## config.mk

```make
export PLATFORM = sky130hd
export DESIGN_NAME = cie_xyz_weight_interpolator_top
export DESIGN_NICKNAME = d
export VERILOG_FILES = /design/src/design/cxw_pkg.sv /design/src/design/cxw_lane.sv /design/src/design/cie_xyz_weight_interpolator_top.sv
export SDC_FILE = /design/constraint.sdc
export NUM_CORES = 2
export LEC_CHECK = 0
export BUFFER_PORTS_ARGS = -buffer_cell sky130_fd_sc_hd__buf_2
export CAP_MARGIN = 20
export CORE_MARGIN = 1.5
export CORE_UTILIZATION = 40
export DETAILED_ROUTE_END_ITERATION = 16
export HOLD_SLACK_MARGIN = 0.15
export SYNTH_ARGS = -nofsm -noshare
export SYNTH_HDL_FRONTEND = slang
export SYNTH_SLANG_ARGS = --single-unit
```

## constraint.sdc

```tcl
create_clock -name clk -period 8.6 [get_ports clk]
set_input_delay 0.43 -clock clk [delete_from_list [all_inputs] [get_ports clk]]
set_output_delay 0.43 -clock clk [all_outputs]
set_load 0.01 [all_outputs]
```

## src/design/cxw_pkg.sv

```systemverilog
// Shared package of the CIE 1931 matching weight interpolator: the tabulated curves,
// the ROM word rounding function, the field widths and the stage-advance struct.
// No dependencies.
package cxw_pkg;

	localparam int CXW_WAVE_FRAC_BITS_DEF   = 4;
	localparam int CXW_WEIGHT_FRAC_BITS_DEF = 14;

	localparam int CXW_WAVE_W     = 16;
	localparam int CXW_WEIGHT_W   = 15;
	localparam int CXW_WEIGHT_MAX = 32767;
	localparam int CXW_TDATA_W    = 48;

	localparam int CXW_BAND_LOW_NM    = 380;
	localparam int CXW_BAND_HIGH_NM   = 780;
	localparam int CXW_STEP_NM        = 5;
	localparam int CXW_LAST_INTERVAL  = 81 - 1;
	localparam int CXW_ENTRIES        = CXW_LAST_INTERVAL + 1;
	localparam int CXW_IDX_W          = $clog2(CXW_ENTRIES);
	// Whole-nanometre offset into the band: 0 .. 399.
	localparam int CXW_NM_OFF_W       = $clog2(CXW_BAND_HIGH_NM - CXW_BAND_LOW_NM);

	localparam int CXW_NSTAGE = 8;

	localparam int CXW_CH_X = 0;
	localparam int CXW_CH_Y = 1;
	localparam int CXW_CH_Z = 2;
	localparam int CXW_NCH  = 3;

	// Matching values in units of 1e-4, 380 nm to 780 nm in 5 nm steps.
	localparam logic [14:0] CXW_CMF [CXW_NCH][CXW_ENTRIES] = '{
		'{
			14, 22, 42, 76, 143, 232, 435, 776, 1344, 2148,
			2839, 3285, 3483, 3481, 3362, 3187, 2908, 2511, 1954, 1421,
			956, 580, 320, 147, 49, 24, 93, 291, 633, 1096,
			1655, 2257, 2904, 3597, 4334, 5121, 5945, 6784, 7621, 8425,
			9163, 9786, 10263, 10567, 10622, 10456, 10026, 9384, 8544, 7514,
			6424, 5419, 4479, 3608, 2835, 2187, 1649, 1212, 874, 636,
			468, 329, 227, 158, 114, 81, 58, 41, 29, 20,
			14, 10, 7, 5, 3, 2, 2, 1, 1, 1,
			0
		},
		'{
			0, 1, 1, 2, 4, 6, 12, 22, 40, 73,
			116, 168, 230, 298, 380, 480, 600, 739, 910, 1126,
			1390, 1693, 2080, 2586, 3230, 4073, 5030, 6082, 7100, 7932,
			8620, 9149, 9540, 9803, 9950, 10000, 9950, 9786, 9520, 9154,
			8700, 8163, 7570, 6949, 6310, 5668, 5030, 4412, 3810, 3210,
			2650, 2170, 1750, 1382, 1070, 816, 610, 446, 320, 232,
			170, 119, 82, 57, 41, 29, 21, 15, 10, 7,
			5, 4, 2, 2, 1, 1, 1, 0, 0, 0,
			0
		},
		'{
			65, 105, 201, 362, 679, 1102, 2074, 3713, 6456, 10391,
			13856, 16230, 17471, 17826, 17721, 17441, 16692, 15281, 12876, 10419,
			8130, 6162, 4652, 3533, 2720, 2123, 1582, 1117, 782, 573,
			422, 298, 203, 134, 87, 57, 39, 27, 21, 18,
			17, 14, 11, 10, 8, 6, 3, 2, 2, 1,
			0, 0, 0, 0, 0, 0, 0, 0, 0, 0,
			0, 0, 0, 0, 0, 0, 0, 0, 0, 0,
			0, 0, 0, 0, 0, 0, 0, 0, 0, 0,
			0
		}
	};

	// Tabulated value rounded to frac_bits fraction bits, ties up.
	// Only ever called with constant arguments, so it folds into ROM contents.
	function automatic logic [31:0] cxw_rom_word(input logic [14:0] t, input int frac_bits);
		longint unsigned v;
		v = ((longint'(t) << frac_bits) + 64'd5000) / 64'd10000;
		return 32'(v);
	endfunction

	// Load strobes of the lane stages four to eight.
	typedef struct packed {
		logic s4;
		logic s5;
		logic s6;
		logic s7;
		logic s8;
	} cxw_adv_t;

endpackage

```

## src/design/cxw_lane.sv

```systemverilog
// One color channel of the interpolator: ROM lookup of both interval ends, the two
// weighted products, the rounded division by the interval span and saturation.
// Depends on cxw_pkg.
module cxw_lane #(
	parameter int WAVE_FRAC_BITS   = cxw_pkg::CXW_WAVE_FRAC_BITS_DEF,
	parameter int WEIGHT_FRAC_BITS = cxw_pkg::CXW_WEIGHT_FRAC_BITS_DEF,
	parameter int CHANNEL          = cxw_pkg::CXW_CH_X
) (
	input  logic                              clk,
	input  cxw_pkg::cxw_adv_t                 adv,
	input  logic [cxw_pkg::CXW_IDX_W-1:0]     idx,
	input  logic [WAVE_FRAC_BITS+2:0]         d,
	output logic [cxw_pkg::CXW_WEIGHT_W-1:0]  weight
);
	import cxw_pkg::*;

	localparam int ROM_W = WEIGHT_FRAC_BITS + 1;
	localparam int D_W   = WAVE_FRAC_BITS + 3;
	localparam int SPAN  = CXW_STEP_NM << WAVE_FRAC_BITS;
	localparam int HALF  = SPAN / 2;
	localparam int P_W   = ROM_W + D_W;
	localparam int SUM_W = P_W + 1;
	localparam int X_W   = SUM_W - WAVE_FRAC_BITS;
	// floor(x / 5) = (x * RECIP) >> (X_W + 3), exact for every x below 2**X_W.
	localparam int M_W   = X_W + 1;
	localparam int SH    = X_W + 3;
	localparam longint unsigned RECIP = ((64'd1 << SH) + 64'd4) / 64'd5;
	localparam int PR_W  = X_W + M_W;
	localparam int Q_W   = PR_W - SH;
	localparam int CMP_W = (Q_W > CXW_WEIGHT_W) ? Q_W : CXW_WEIGHT_W;

	logic [ROM_W-1:0] rom [CXW_ENTRIES];

	for (genvar g = 0; g < CXW_ENTRIES; g++) begin : g_rom
		assign rom[g] = ROM_W'(cxw_rom_word(CXW_CMF[CHANNEL][g], WEIGHT_FRAC_BITS));
	end

	logic [ROM_W-1:0]        a_s4, b_s4;
	logic [D_W-1:0]          d_s4;
	logic [P_W-1:0]          pa_s5, pb_s5;
	logic [X_W-1:0]          x_s6;
	logic [PR_W-1:0]         prod_s7;
	logic [CXW_WEIGHT_W-1:0] weight_s8;
	logic [Q_W-1:0]          quot;

	assign quot = Q_W'(prod_s7 >> SH);

	always_ff @(posedge clk) begin
		if (adv.s4) begin
			a_s4 <= rom[idx];
			b_s4 <= rom[idx + CXW_IDX_W'(1)];
			d_s4 <= d;
		end
		if (adv.s5) begin
			pa_s5 <= P_W'(a_s4) * P_W'(D_W'(SPAN) - d_s4);
			pb_s5 <= P_W'(b_s4) * P_W'(d_s4);
		end
		if (adv.s6) begin
			// The span is five times a power of two: drop the power here, divide by five next.
			x_s6 <= X_W'((SUM_W'(pa_s5) + SUM_W'(pb_s5) + SUM_W'(HALF)) >> WAVE_FRAC_BITS);
		end
		if (adv.s7) begin
			prod_s7 <= PR_W'(x_s6) * PR_W'(RECIP);
		end
		if (adv.s8) begin
			if (CMP_W'(quot) > CMP_W'(CXW_WEIGHT_MAX)) begin
				weight_s8 <= CXW_WEIGHT_W'(CXW_WEIGHT_MAX);
			end else begin
				weight_s8 <= CXW_WEIGHT_W'(quot);
			end
		end
	end

	assign weight = weight_s8;

endmodule

```

## src/design/cie_xyz_weight_interpolator_top.sv

```systemverilog
// CIE 1931 2-degree x, y, z matching weights for one wavelength beat, linearly
// interpolated from an 81-point table. Depends on cxw_pkg and cxw_lane.
//
// One wavelength beat (nm, WAVE_FRAC_BITS fraction bits) in, one weight beat out,
// in order. The datapath is an eight-stage pipeline with a valid bit per stage, so a
// new beat is taken in every cycle for as long as m_tready stays high, and every
// beat passes through all stages in order on its way out. When the output stalls,
// empty stages keep filling and s_tready drops only once all eight hold a beat.
// Weights outside 380 nm up to but excluding 780 nm are zero and m_tuser is low.
module cie_xyz_weight_interpolator_top #(
	parameter int WAVE_FRAC_BITS   = cxw_pkg::CXW_WAVE_FRAC_BITS_DEF,
	parameter int WEIGHT_FRAC_BITS = cxw_pkg::CXW_WEIGHT_FRAC_BITS_DEF
) (
	input  logic                             clk,
	input  logic                             arst_n,
	input  logic                             s_tvalid,
	output logic                             s_tready,
	input  logic [cxw_pkg::CXW_WAVE_W-1:0]   s_tdata,  // [15:0] wavelength_q4
	output logic                             m_tvalid,
	input  logic                             m_tready,
	output logic [cxw_pkg::CXW_TDATA_W-1:0]  m_tdata,  // [14:0] x_weight, [29:15] y_weight,
	                                                   // [44:30] z_weight, [47:45] zero
	output logic                             m_tuser   // [0] in_band
);
	import cxw_pkg::*;

	localparam int NST    = CXW_NSTAGE;
	localparam int D_W    = WAVE_FRAC_BITS + 3;
	localparam int SPAN   = CXW_STEP_NM << WAVE_FRAC_BITS;
	localparam int LO     = CXW_BAND_LOW_NM << WAVE_FRAC_BITS;
	localparam int HI     = CXW_BAND_HIGH_NM << WAVE_FRAC_BITS;
	// Wide enough for the whole input word and for the upper band edge.
	localparam int WL_W   = ($clog2(HI + 1) > CXW_WAVE_W) ? $clog2(HI + 1) : CXW_WAVE_W;
	localparam int OFF_W  = CXW_NM_OFF_W + WAVE_FRAC_BITS;
	// Interval index = nm offset / 5 via a reciprocal, exact below 2**CXW_NM_OFF_W.
	localparam int DIV_SH = CXW_NM_OFF_W + 3;
	localparam int DIV_M  = ((1 << DIV_SH) + 4) / 5;
	localparam int DM_W   = $clog2(DIV_M + 1);
	localparam int DQ_W   = CXW_NM_OFF_W + DM_W;

	logic [NST:1] vld_s;
	logic [NST:1] band_s;
	logic [NST:1] en;

	logic [OFF_W-1:0]      off_s1, off_s2;
	logic [CXW_IDX_W-1:0]  idx_s2, idx_s3;
	logic [D_W-1:0]        d_s3;

	logic [WL_W-1:0]       wl;
	logic                  band_in;
	logic [CXW_NM_OFF_W-1:0] nm_off;

	cxw_adv_t                adv;
	logic [CXW_WEIGHT_W-1:0] weight [CXW_NCH];

	// A stage loads when it is empty or its contents move on in the same cycle.
	always_comb begin
		en[NST] = !vld_s[NST] || m_tready;
		for (int k = NST - 1; k >= 1; k--) begin
			en[k] = !vld_s[k] || en[k+1];
		end
	end

	assign s_tready = en[1];
	assign adv      = '{s4: en[4], s5: en[5], s6: en[6], s7: en[7], s8: en[8]};

	assign wl      = WL_W'(s_tdata);
	assign band_in = (wl >= WL_W'(LO)) && (wl < WL_W'(HI));
	assign nm_off  = off_s1[OFF_W-1:WAVE_FRAC_BITS];

	always_ff @(posedge clk or negedge arst_n) begin
		if (!arst_n) begin
			vld_s  <= '0;
			band_s <= '0;
		end else begin
			if (en[1]) begin
				vld_s[1]  <= s_tvalid;
				band_s[1] <= band_in;
			end
			for (int k = 2; k <= NST; k++) begin
				if (en[k]) begin
					vld_s[k]  <= vld_s[k-1];
					band_s[k] <= band_s[k-1];
				end
			end
		end
	end

	always_ff @(posedge clk) begin
		if (en[1]) begin
			// Out-of-band samples look up interval zero; the output masks them anyway.
			off_s1 <= band_in ? OFF_W'(wl - WL_W'(LO)) : '0;
		end
		if (en[2]) begin
			off_s2 <= off_s1;
			idx_s2 <= CXW_IDX_W'((DQ_W'(nm_off) * DQ_W'(DIV_M)) >> DIV_SH);
		end
		if (en[3]) begin
			idx_s3 <= idx_s2;
			d_s3   <= D_W'(off_s2 - OFF_W'(idx_s2) * OFF_W'(SPAN));
		end
	end

	for (genvar c = 0; c < CXW_NCH; c++) begin : g_lane
		cxw_lane #(
			.WAVE_FRAC_BITS   (WAVE_FRAC_BITS),
			.WEIGHT_FRAC_BITS (WEIGHT_FRAC_BITS),
			.CHANNEL          (c)
		) u_lane (
			.clk    (clk),
			.adv    (adv),
			.idx    (idx_s3),
			.d      (d_s3),
			.weight (weight[c])
		);
	end

	assign m_tvalid = vld_s[NST];
	assign m_tuser  = band_s[NST];
	assign m_tdata  = band_s[NST]
		? {{(CXW_TDATA_W - CXW_NCH * CXW_WEIGHT_W){1'b0}},
		   weight[CXW_CH_Z], weight[CXW_CH_Y], weight[CXW_CH_X]}
		: '0;

	// With the output always ready, no stage ever holds back the input.
	a_ready_through: assert property (@(posedge clk) disable iff (!arst_n)
		m_tready |-> s_tready)
		else $error("input stalled although the output side is ready");

	// Out-of-band beats carry zero weights.
	a_zero_out_of_band: assert property (@(posedge clk) disable iff (!arst_n)
		m_tvalid && !m_tuser |-> m_tdata == '0)
		else $error("nonzero weights on an out-of-band beat");

	// An accepted beat reaches the output if m_tready stays high while it passes through the pipeline.
	a_latency: assert property (@(posedge clk) disable iff (!arst_n)
		(s_tvalid && s_tready && m_tready) ##1 m_tready ##1 m_tready ##1 m_tready
		##1 m_tready ##1 m_tready ##1 m_tready ##1 m_tready |=> m_tvalid)
		else $error("beat lost in the pipeline");

endmodule
```

# ---- Word-level counts from Yosys, hierarchy flattened
# Memories as Yosys holds them, arrays and structs flattened. A register that Yosys moved wholly into a read port is not among the register bits.
# Index checks and enable logic that the tools add are counted.
dict set report word_totals {
  mem_count 6
  output_inout_bits 51
  latch_bits 0
  mem_bits_ro 11520
  mem_bits_rw 0
  input_bits 20
  reg_bits 415
}
# name words word_bits rd rd_clocked_by_memory_dff write_ports line
set mem_list {}
lappend mem_list {{(no name shown)} 128 15 1 1 0 cxw_lane.sv:50} ;# a_s4 <= rom[idx];
lappend mem_list {{(no name shown)} 128 15 1 1 0 cxw_lane.sv:50}
lappend mem_list {{(no name shown)} 128 15 1 1 0 cxw_lane.sv:51} ;# b_s4 <= rom[idx + CXW_IDX_W'(1)];
lappend mem_list {{(no name shown)} 128 15 1 1 0 cxw_lane.sv:51}
lappend mem_list {{(no name shown)} 128 15 1 1 0 cxw_lane.sv:50}
lappend mem_list {{(no name shown)} 128 15 1 1 0 cxw_lane.sv:51}
dict set report classes {
  eq_ne 0
  n_mul 11
  shifts 0
  n_reduce_logical 17
  mux 1
  n_bitwise 2
  n_lt_le_gt_ge 5
  n_div 0
  add_sub_neg 10
}
# operator n
set ops {}
lappend ops {{19-bit by 20-bit multiplier with 39-bit output (second input constant)} 3}
lappend ops {{22-bit by 22-bit adder with 23-bit output} 3}
lappend ops {{23-bit by 6-bit adder with 23-bit output (second input constant)} 3}
lappend ops {{15-bit by 7-bit multiplier with 22-bit output} 3}
lappend ops {{17-bit by 15-bit greater-than comparator with 1-bit output (second input constant)} 3}
lappend ops {{45-bit 2-to-1 mux} 1}
lappend ops {{16-bit by 8-bit multiplier with 22-bit output} 2}
lappend ops {{15-bit by 22-bit multiplier with 22-bit output} 1}
lappend ops {{9-bit by 8-bit multiplier with 17-bit output (second input constant)} 1}
lappend ops {{16-bit by 13-bit greater-or-equal comparator with 1-bit output (second input constant)} 1}
lappend ops {{16-bit by 14-bit < comparator with 1-bit output (second input constant)} 1}
lappend ops {{7-bit NOT with 8-bit output} 2}
lappend ops {{13-bit subtractor (second input constant)} 1}
lappend ops {{1-bit zero test} 8}
lappend ops {{1-bit logical OR} 8}
lappend ops {{7-bit by 7-bit subtractor with 8-bit output (first input constant)} 1}
lappend ops {{7-bit by 1-bit adder with 7-bit output (second input constant)} 1}
lappend ops {{7-bit by 3-bit multiplier with 3-bit output (second input constant)} 1}
lappend ops {{7-bit subtractor} 1}
lappend ops {{1-bit logical AND} 1}

# ---- Logic depth before layout (Yosys ltp)
dict set report logic_depth {
  ltp_word 9
  depth_mapped 28
  depth_no_buf 25
}

# ---- Hierarchy
# Synthesis repeated with hierarchy kept, for this count alone.
dict set report hier_totals {
  hier_cells 6829
  hier_area_um2 64403.0
}
# module cells_per_inst instances area_per_inst_um2
set by_module_without_submodules {}
lappend by_module_without_submodules {{cxw_lane (g_lane[1].u_lane)} 2223 1 20642.3}
lappend by_module_without_submodules {{cxw_lane (g_lane[0].u_lane)} 2240 1 20534.7}
lappend by_module_without_submodules {{cxw_lane (g_lane[2].u_lane)} 2043 1 19496.2}
lappend by_module_without_submodules {cie_xyz_weight_interpolator_top 323 1 3729.8}

# ---- Worst setup path before layout
# Ideal clock, no wire load.
dict set report synth_timing {
  path_kind {register to register}
  from {reg, netlist name g_lane[1].u_lane.d_s4[0]}
  to {reg g_lane[0].u_lane.pa_s5[21] (data pin)}
  path_slack_ns 1.596
  arrival_time_ns 6.745
  synth_period_minus_slack_ns 7.004
  path_stages_with_launch 27
  setup_ns 0.259
  n_path_buf 3
  cell_sequence {edfxtp_1 clkbuf_1 clkbuf_1 inv_1 ha_1 nor3b_1 o21bai_1 xnor2_1 clkbuf_1 nand2_1 fa_1 inv_1 fa_1 inv_1 fa_1 inv_1 fa_1 fa_1 fa_1 ha_1 and3_1 a21oi_1 o21ai_1 o41a_1 a211oi_1 a21oi_1 xnor2_1}
}
# item line
set synth_rtl {}
lappend synth_rtl {{end signal, assigned} cxw_lane.sv:55} ;# pa_s5 <= P_W'(a_s4) * P_W'(D_W'(SPAN) - d_s4);
lappend synth_rtl {{end, declared} cxw_lane.sv:40} ;# logic [P_W-1:0] pa_s5, pb_s5;

==> Flow_metrics.wiki <==
{| class="wikitable"
! Metric !! Value
|-
| Final Hold Violating Endpoints || 0
|-
| Die width || 395 um
|-
| Core area || 152,000 sq um
|-
| Required time of the critical path || 9000 ps
|-
| Yosys warning total || 0
|-
| Detailed-route wire length || 163 mm
|-
| Synth unique cells || 83
|-
| RR Endpoint || g_lane[0].u_lane.pa_s5[21]
|-
| Final RePlAce weighted congestion || 0.950
|-
| Post-layout net count || 8,032
|-
| Initial antenna violation count || 14
|-
| Pre-antenna DRT Iters || 6
|-
| Via Count || 44.8k
|-
| Synthesized instance count || 6,356
|-
| CTS Sinks || 439
|-
| Setup tns final || 0 ps
|-
| CTS H-tree depth || 2
|-
| Final Setup Violations || 0
|-
| Highest achievable clock rate || 140 MHz
|-
| Cell type contributing the most total cell area after synthesis || fa_1
|-
| Total number of placement rows || 143
|-
| Top cells by instance count after synthesis || inv_1, ha_1, fa_1, nand2_1, edfxtp_1
|-
| Synthesis-to-layout area growth || 7.62%
|-
| Per-instance average area after synthesis || 9.68 sq um
|-
| Via count of the first global-routing pass || 46.2k
|-
| Run status || completed
|-
| Global-route total usage across every layer || 20.9%
|-
| Sequential share of the synthesized area || 21.3%
|-
| Clk Latency, worst-skew pair || 660 ps
|-
| Clock tree root buffer cell || clkbuf_16
|-
| Worst-case register-to-register setup slack || 1460 ps
|-
| Post-synth EDFFs || 423
|-
| Share of the clock period used by the worst path || 83.0%
|-
| Slew Viols, Final || 0
|-
| Clk_skew || 41.9 ps
|-
| Number of cells traversed by the worst register-to-register path || 22
|-
| Clock transition time at the flip-flop clock pins of the worst setup and hold paths || 60 ps
|-
| Launch instance of the worst register-to-register path || g_lane[1].u_lane.d_s4[2]
|-
| Initial DRC count || 3,548
|-
| Netlist Area Pre-Place || 61,500 sq um
|-
| Pin count of the biggest net entering global routing || 80
|-
| Most frequently used flop master after synthesis || edfxtp_1
|-
| Hold Buf Count CTS || 15
|-
| Data arrival time of the critical path || 7540 ps
|-
| Share of flip-flops with an asynchronous set or reset || 3.64%
|-
| Proportion of layout cells with a drive suffix above 1 || 4.72%
|-
| Critical Path Start || g_lane[1].u_lane.d_s4[2]
|-
| Capturing instance or port of the critical path || g_lane[0].u_lane.pa_s5[21]
|-
| Buffer depth of the longest clock path || 3
|-
| Most frequently used cell type in the post-synthesis netlist || inv_1
|-
| Vert. Die Dim || 395 um
|-
| Overall die area || 156,000 sq um
|-
| Antenna Nets Post-Route || 0
|-
| Gr ovfl total || 0
|-
| I/O pin count || 71
|-
| Crit Path Class || flip-flop to flip-flop
|-
| Type of the most critical hold path || primary input to flip-flop
|-
| RSZ-0062 raised after global routing || no
|-
| Relative slew slack || 26.3%
|-
| Gates resized, CTS repair || 0
|-
| Initial core utilization || 40.4%
|-
| Detailed-placement wirelength estimate || 130 mm
|-
| Total of max-cap violations || 0
|-
| CTS tree || done
|-
| Wire length of the first global-routing pass || 259 mm
|-
| Port-buffer cells || 67
|-
| Worst setup EP type || flip-flop
|-
| Drc violations || 0
|-
| Routed WL per cell || 19.3 um
|-
| Worst setup SP type || flip-flop
|-
| Number of clock buffers inserted by TritonCTS || 53
|-
| Worst-Margin Slew || 1100 ps
|-
| Share of Yosys cell area claimed by the top area cell type || 25.8%
|-
| Register bit total from synthesis || 439
|-
| Post-layout min period || 7140 ps
|-
| Via density per instance || 5.33
|-
| Post-CTS setup buffer count || 0
|-
| Max Fanout on Critical Path || 32
|-
| Leading cell types by total area after synthesis || fa_1, edfxtp_1, ha_1
|}
-- layout make-up --
| type | count | area, sq um |
|---|---|---|
| Fill cell | 14700 | 86100 |
| Tap cell | 2030 | 2540 |
| Clock inverter | 40 | 490 |
| Antenna cell | 1 | 2.50 |
| Timing Repair Buffer | 156 | 1060 |
| Sequential cell | 439 | 13100 |
| Multi-Input combinational cell | 4551 | 43400 |
| Clock buffer | 59 | 1350 |
| Inverter | 1132 | 4250 |
-- worst min-delay path by stage --
stage                           start         end  slack [ps]  cells after the start
after floorplan                arst_n   band_s[1]         130                      0
final                     s_tdata[12]  off_s1[12]         240                      3
after global placement      idx_s2[6]   idx_s3[6]         400                      0
after CTS                 s_tdata[12]  off_s1[12]         170                      3
after detailed placement    idx_s2[4]   idx_s3[4]         400                      0
after global routing      s_tdata[12]  off_s1[12]         210                      3
-- critical path: stages (launching register included) --
cell and delay, ps:
edfxtp_1 420, buf_4 280, nor3b_1 500, o21bai_1 170
xnor2_2 420, and2_1 230, fa_1 420, fa_1 500
fa_1 530, inv_1 60, fa_1 530, inv_1 50
fa_1 470, inv_1 50, fa_1 490, inv_1 40
ha_1 230, o31ai_2 370, o21ai_1 170, o41a_1 360
a211oi_1 350, a21oi_1 130, xnor2_1 140
-- cell usage in the layout (no fill, tap or decap), drive strengths merged, types with 9 or more instances in the layout --
cell and count:
o21bai 10, or2 23, nor3 96, and3 23, o31ai 13, nand4 12, nand2 600, a21oi 273
a211oi 60, a22oi 13, a311oi 19, nor2b 39, ha 887, clkinv 23, xor2 66, o22ai 26
a21o 45, dlygate4sd3 15, dfrtp 16, a21boi 9, nand2b 55, and2 371, xnor2 173, o221ai 15
edfxtp 423, or3 65, clkbuf 59, buf 141, o21ai 219, o311ai 16, o211ai 33, a31oi 47
o21a 22, a221oi 13, nor2 306, nand3 82, fa 792, inv 1136
-- kinds of logic after synthesis --
| family | after synthesis | synth area share, % |
|---|---|---|
| multiplexers | 15 | 0.342 |
| AO/OA/AOI/OAI | 918 | 9.49 |
| XOR/XNOR | 239 | 3.40 |
| other | 1 | 0.00610 |
| AND/OR/NAND/NOR | 1697 | 13.3 |
| flip-flops | 439 | 21.3 |
| adder cells (fa/ha/maj) | 1679 | 43.8 |
| buffers and inverters | 1368 | 8.38 |
-- per-stage QoR --
stage                     worst slack (ps)  utilization [%]  cells  hold slack [ps]  cell area (sq um)
after global placement                1540             42.2   8291              402              64200
after CTS                             1450             43.5   8406              170              66200
final                                 1460             43.5   8408              244              66200
after detailed placement              1430             42.2   8292              405              64200
after floorplan                       1600                -   6358              134              61500
after global routing                  1020             43.5   8407              206              66200
-- registers in the layout, indices dropped and copies added, names as in the netlist, 8 cells and up --
register,flops
g_lane.u_lane.x_s6,57
g_lane.u_lane.pa_s5,66
g_lane.u_lane.a_s4,45
g_lane.u_lane.b_s4,45
band_s,8
g_lane.u_lane.weight,45
g_lane.u_lane.pb_s5,66
g_lane.u_lane.prod_s7,51
vld_s,8
off_s1,13
-- routing by layer --
metal | share of wire (%) | global-route usage (%)
met5 | 0.052 | 0
met4 | 3.9 | 7.76
met3 | 6.5 | 3.09
met2 | 45 | 33.3
met1 | 44 | 28.7
Power is not shown: default switching activity piles up to over one toggle a cycle in this logic, so the estimate is an artifact.
